### src/sv/etfla_pkg.sv
// ----------------------------------------------------------------------------
// etfla_pkg
// Shared types and codes for the epoch-tagged free list allocator.
// ----------------------------------------------------------------------------
package etfla_pkg;

	typedef enum logic [1:0] {
		KIND_ALLOC     = 2'd0,
		KIND_RELEASE   = 2'd1,
		KIND_QUERY     = 2'd2,
		KIND_NEW_EPOCH = 2'd3
	} kind_t;

	typedef enum logic [1:0] {
		ST_OK    = 2'd0,
		ST_FULL  = 2'd1,
		ST_RANGE = 2'd2
	} status_t;

	// Commands from the controller to the datapath.
	typedef struct packed {
		logic accept;
		logic exec;
		logic clr_step;
	} cmd_t;

	// Status from the datapath back to the controller.
	typedef struct packed {
		logic wrap;
		logic clr_last;
	} sts_t;

endpackage

### src/sv/etfla_ctrl.sv
// ----------------------------------------------------------------------------
// etfla_ctrl
// Controller: sequences clearing, request acceptance, execution and output.
// ----------------------------------------------------------------------------
module etfla_ctrl import etfla_pkg::*; (
	input  logic clk,
	input  logic arst_n,
	input  logic req_valid,
	output logic req_stall,
	output logic rsp_valid,
	input  logic rsp_stall,
	output cmd_t cmd,
	input  sts_t sts
);

	typedef enum logic [2:0] {
		S_CLEAR = 3'b001,
		S_IDLE  = 3'b010,
		S_EXEC  = 3'b100
	} state_t;

	state_t state_q, state_d;
	logic   rsp_valid_q;
	logic   out_free;

	assign out_free     = !rsp_valid_q || !rsp_stall;
	assign req_stall    = state_q != S_IDLE;
	assign cmd.accept   = (state_q == S_IDLE) && req_valid;
	assign cmd.exec     = (state_q == S_EXEC) && out_free;
	assign cmd.clr_step = state_q == S_CLEAR;

	always_comb begin
		state_d = state_q;
		case (state_q)
			S_CLEAR: begin
				if (sts.clr_last) begin
					state_d = S_IDLE;
				end
			end
			S_IDLE: begin
				if (req_valid) begin
					state_d = S_EXEC;
				end
			end
			S_EXEC: begin
				if (out_free) begin
					state_d = sts.wrap ? S_CLEAR : S_IDLE;
				end
			end
			default: begin
				state_d = S_CLEAR;
			end
		endcase
	end

	always_ff @(posedge clk or negedge arst_n) begin
		if (!arst_n) begin
			state_q     <= S_CLEAR;
			rsp_valid_q <= 1'b0;
		end else begin
			state_q <= state_d;
			if (cmd.exec) begin
				rsp_valid_q <= 1'b1;
			end else if (!rsp_stall) begin
				rsp_valid_q <= 1'b0;
			end
		end
	end

	assign rsp_valid = rsp_valid_q;

`ifndef SYNTHESIS
	a_accept_exec: assert property (@(posedge clk) disable iff (!arst_n)
		cmd.accept |=> state_q == S_EXEC)
		else $error("accepted request did not move to execution");

	a_exec_rsp: assert property (@(posedge clk) disable iff (!arst_n)
		cmd.exec |=> rsp_valid_q)
		else $error("executed request produced no response");

	a_rsp_source: assert property (@(posedge clk) disable iff (!arst_n)
		$rose(rsp_valid_q) |-> $past(state_q == S_EXEC))
		else $error("response raised outside execution");

	a_wrap_clear: assert property (@(posedge clk) disable iff (!arst_n)
		cmd.exec && sts.wrap |=> state_q == S_CLEAR)
		else $error("epoch wrap did not start a clearing pass");
`endif

endmodule

### config.mk
export PLATFORM = sky130hd
export DESIGN_NAME = etfla_ctrl
export DESIGN_NICKNAME = d
export VERILOG_FILES = /design/src/sv/etfla_pkg.sv /design/src/sv/etfla_ctrl.sv
export SDC_FILE = /design/constraint.sdc
export NUM_CORES = 1
export LEC_CHECK = 0
export BUFFER_PORTS_ARGS = -buffer_cell sky130_fd_sc_hd__buf_2
export CAP_MARGIN = 10
export CORE_AREA = 3 3 40 42
export DETAILED_ROUTE_END_ITERATION = 16
export DIE_AREA = 0 0 43 45
export GPL_TIMING_DRIVEN = 0
export PLACE_DENSITY = 0.46
export SETUP_SLACK_MARGIN = 0.2
export SYNTH_ARGS = -nofsm -noshare
export SYNTH_HDL_FRONTEND = slang
export SYNTH_SLANG_ARGS = --single-unit
export TNS_END_PERCENT = 50
### constraint.sdc
create_clock -name clk -period 3 [get_ports clk]
set_clock_uncertainty 0.2 [all_clocks]
set_input_delay 0.6 -clock clk [delete_from_list [all_inputs] [get_ports clk]]
set_output_delay 0.6 -clock clk [all_outputs]
set_load 0.02 [all_outputs]
Word level (Yosys, flattened, before mapping)
Index checks and enable logic that the tools add are counted.

$add $sub $neg: 0. Multipliers: 0. Divide/modulo/power cells: 0. $lt $le $gt $ge: 0. Eq/ne operators: 8. Shift-type cells: 0. Multiplexer cells: 7. Bitwise gates (word level): 0. Reduce and logical (&&, ||, !) cells: 6.

Operators with widths (number): 2-to-1 mux 3 bit (3); case mux 3 bit (3 select lines) (1); != test 2 x 1 -> 1 bit (second input constant) (2); != test 2 bit (second input constant) (2); == test 3 x 1 -> 1 bit (second input constant) (1); == test 3 x 2 -> 1 bit (second input constant) (1); == test 3 bit (second input constant) (1); != test 3 x 2 -> 1 bit (second input constant) (1); AND reduction 3 bit (1); logical AND 1 bit (2); zero test 1 bit (2); 2-to-1 mux 1 bit (2); 2-to-1 mux 2 bit (1); logical OR 1 bit (1).

Register bits: 4. Bits in latches: 0. Bits in writable memories: 0. Memory bits (read-only): 0. Bits of input ports: 6. Output and inout bits: 5. Word-level logic and storage cells: 23. Memories kept: 0.

Depth between registers and ports, before layout
Word-level depth: 4. Gate-level depth with buffers: 2. Mapped depth without buffers: 2.

Least setup slack after synthesis
No wires, ideal clock.

Path type: flip-flop to output port. Start point: register state_q[1]. End point: output cmd[1] in the netlist's numbering. Data arrival time: 1152 ps. Required time: 2200 ps. Setup slack: 1048 ps. Stages on the path, launching flop included: 3. Buffers on the path: 0. Cell sequence: dfrtp_1 > or3b_1 > a21oi_1.

RTL lines: start: declaration (RTL line etfla_ctrl.sv:22) `state_t state_q, state_d;`; start signal: assignment (RTL line etfla_ctrl.sv:61) `state_q <= state_d;`; end: declaration (RTL line etfla_ctrl.sv:12) `output cmd_t cmd,`.

==> metrics.csv <==
stage,metric,value,unit
logic_synthesis,Synth area leader,dfrtp_1,
logic_synthesis,Gate Count Post-Synth,20,
setup_path,crit path from,state_q[1],
grt,Total GRT Usage,0.05941,
grt,global route overflow,0,
grt,initial antenna violation count,0,
logic_synthesis,Synth Area per Inst,10.76,um2
timing,# setup viols final,0,
logic_synthesis,Syn Nets,26,
clock_tree,TritonCTS clock tree,built,
final_layout,area grow syn2layout,48.84,%
setup_path,"slowest stage delay, CP",0.43,ns
placed_design,Cells after DPL,45,
clock_tree,Clock Tree Root,clkbuf_4,
clock_tree,clk slew on worst S/H paths,0.04,ns
placed_design,Placed Area,284.0,um2
die,Initial Util,0.1675,
logic_synthesis,"top cells by area, synth","dfrtp_1 (35%), dfstp_2 (12%), or3b_4 (5.2%)",
route,1st-pass router iterations,2,
die,FP Rows,13,
logic_synthesis,"Distinct cells, synth",16,
final_layout,"commonest cells after routing, fill and taps aside","buf_2 (10), clkbuf_4 (3), dfrtp_1 (3), a21oi_1 (2), nand2_1 (2)",
setup_path,Startpoint Class,flip-flop,
clock_tree,maximum clock path buffer count,2,
setup_path,Critical Path End Type,output pin,
route,Routed WL,487,um
pwr,LEAKAGE,0.0001638,uW
grt,vias in the first global route,198,
logic_synthesis,share of the synthesized area in the top cell type,0.3488,
grt,first-pass GRT wire length,807,um
timing,final hold viol count,0,
worst_hold_path,min-delay worst type,reg -> reg,
timing,min Tclk post-route,2.179,ns
pwr,Power Dens Cells,797.6,mW/mm2
worst_hold_path,Hold Startpoint,state_q[0],
final_layout,nets,42,
final_layout,cell area after layout,320.3,um2
timing,normalized max-slew margin,0.8703,
logic_synthesis,synthesized cell area,215.2,um2
timing,post-route clock period utilization,0.7262,
pwr,worst vdd rail ir drop,0.2295,mV
setup_path,crit path max-delay cell type,or3b_1,
grt,largest net degree at the start of global routing,7,
route,post-route ant nets,0,
route,vias per std cell,4.200,
die,Die ar.,0.001935,mm2
setup_path,Worst Path Required,2.20,ns
die,die width,43,um
final_layout,ant diodes,0,
clock_tree,TritonCTS Buffers,3,
final_layout,fin cells,50,
setup_path,Crit Reg-Reg Startpoint,state_q[0],
die,Core Box Area,0.001285,mm2
flow_run,max_cap viols,0,
logic_synthesis,Yosys reg bits,4,
clock_tree,cts repair resizes,0,
die,Die Ht,45,um
final_layout,FILL cells,142,
placed_design,Buffers on Ports,10,
timing,RSZ-0062 raised after global routing,false,
timing,actual slew at the worst max-slew pin,0.1946,ns
timing,max-slew violations,0,
timing,f_max,0.4590,GHz
clock_tree,clk_lat worst skew,0.23,ns
setup_path,Critical Path AT,1.38,ns
clock_tree,H-tree depth,1,
final_layout,"most common cell after layout, fill and taps aside",buf_2,
final_layout,layout cells sized above 1,0.4286,
logic_synthesis,share of the yosys chip area belonging to registers,0.4709,
clock_tree,clock sink count,4,
route,drt first-iter violations,3,
placed_design,RePlAce Congestion,0.7176,
die,num ports,11,
route,vias,210,
route,DR DRC count,0,
timing,setup TNS,0,ns
setup_path,Setup CP Type,reg -> out,
route,WL per Instance,9.740,um
setup_path,crit-path max FO,6,
logic_synthesis,Syn. warnings,0,
run_status,status,"finished, final reports clean",
setup_path,cells along the critical path,"or3b_1, a21oi_1, buf_2",
[worst max-delay path, delay by kind of cell (launching register included)]
family	cells	cell delay [ns]
AO/OA/AOI/OAI	1	0.13
AND/OR/NAND/NOR	1	0.43
flip-flops	1	0.41
buffers and inverters	1	0.18
[worst paths after layout]
path                              end  cells past startpoint  slack (ns)
max                            cmd[1]                      3        0.82
min                        state_q[2]                      1        0.35
max reg2reg                state_q[0]                      2        1.61
min reg2reg                state_q[2]                      1        0.35
max in group asynchronous  state_q[0]                      2        1.89
min in group asynchronous  state_q[1]                      2        0.50
[power by group]
| group | internal, uW | switching (uW) | total (uW) |
|---|---|---|---|
| clock | 49.8 | 20.6 | 70.4 |
| combinational | 44.4 | 47.5 | 91.8 |
| sequential | 74.6 | 18.6 | 93.3 |
[flip-flops by register name, indices dropped and copies added (netlist names)]
register / flops
state_q: 3
rsp_valid: 1
[per-stage QoR]
stage	total power (uW)	utilization	setup slack, ns	hold WS, ns
4_1_cts	260.4	0.2493	0.8166	0.3634
5_1_grt	277.4	0.2493	0.7331	0.3887
2_1_floorplan	153.5	-	1.048	0.1044
3_5_place_dp	185.8	0.2210	1.073	0.2088
6_report	255.5	0.2493	0.8213	0.3542
3_3_place_gp	184.5	0.2210	1.082	0.2047
[final cells by class]
cell class                      count  area [um2]  share of cell area
Multi-Input combinational cell     15       110.1              0.3438
Sequential cell                     4       101.3              0.3164
Timing Repair Buffer               11       60.06              0.1875
Clock buffer                        4       26.28             0.08203
Tap cell                           15       18.77             0.05859
Inverter                            1       3.754             0.01172
[synthesized netlist by cell type]
library cell	n
o221ai_1	1
a21o_1	1
a21boi_0	1
nor3b_1	1
or4bb_1	1
o211a_1	1
or3b_4	1
nand2_1	2
inv_1	1
nand3b_1	1
or3b_1	1
a21oi_1	2
dfrtp_1	3
nor2_1	1
dfstp_2	1
nand4b_1	1
[cells by family (layout without fill, tap and decap cells)]
kind of cell           count (synthesis)  in the layout  share of synthesized area
AOI/OAI and AO/OA                      6              6                     0.2035
and+or+nand+nor                        9              9                     0.3082
buffers and inverters                  1             16                    0.01743
DFF                                    4              4                     0.4709
[per-layer routing]
metal / global-route usage / wire length [um]
met5: 0 / 0
met2: 0.06587 / 191
met4: 0.05422 / 0
met1: 0.07579 / 226
met3: 0.03586 / 68
[timing repair]
item / 4_1_cts / 5_1_grt
setup buffers: 0 / 0
hold endpoints to repair: 3 / 0
hold buffers: 1 / 0
No activity file was read; power rests on OpenSTA's default activity.
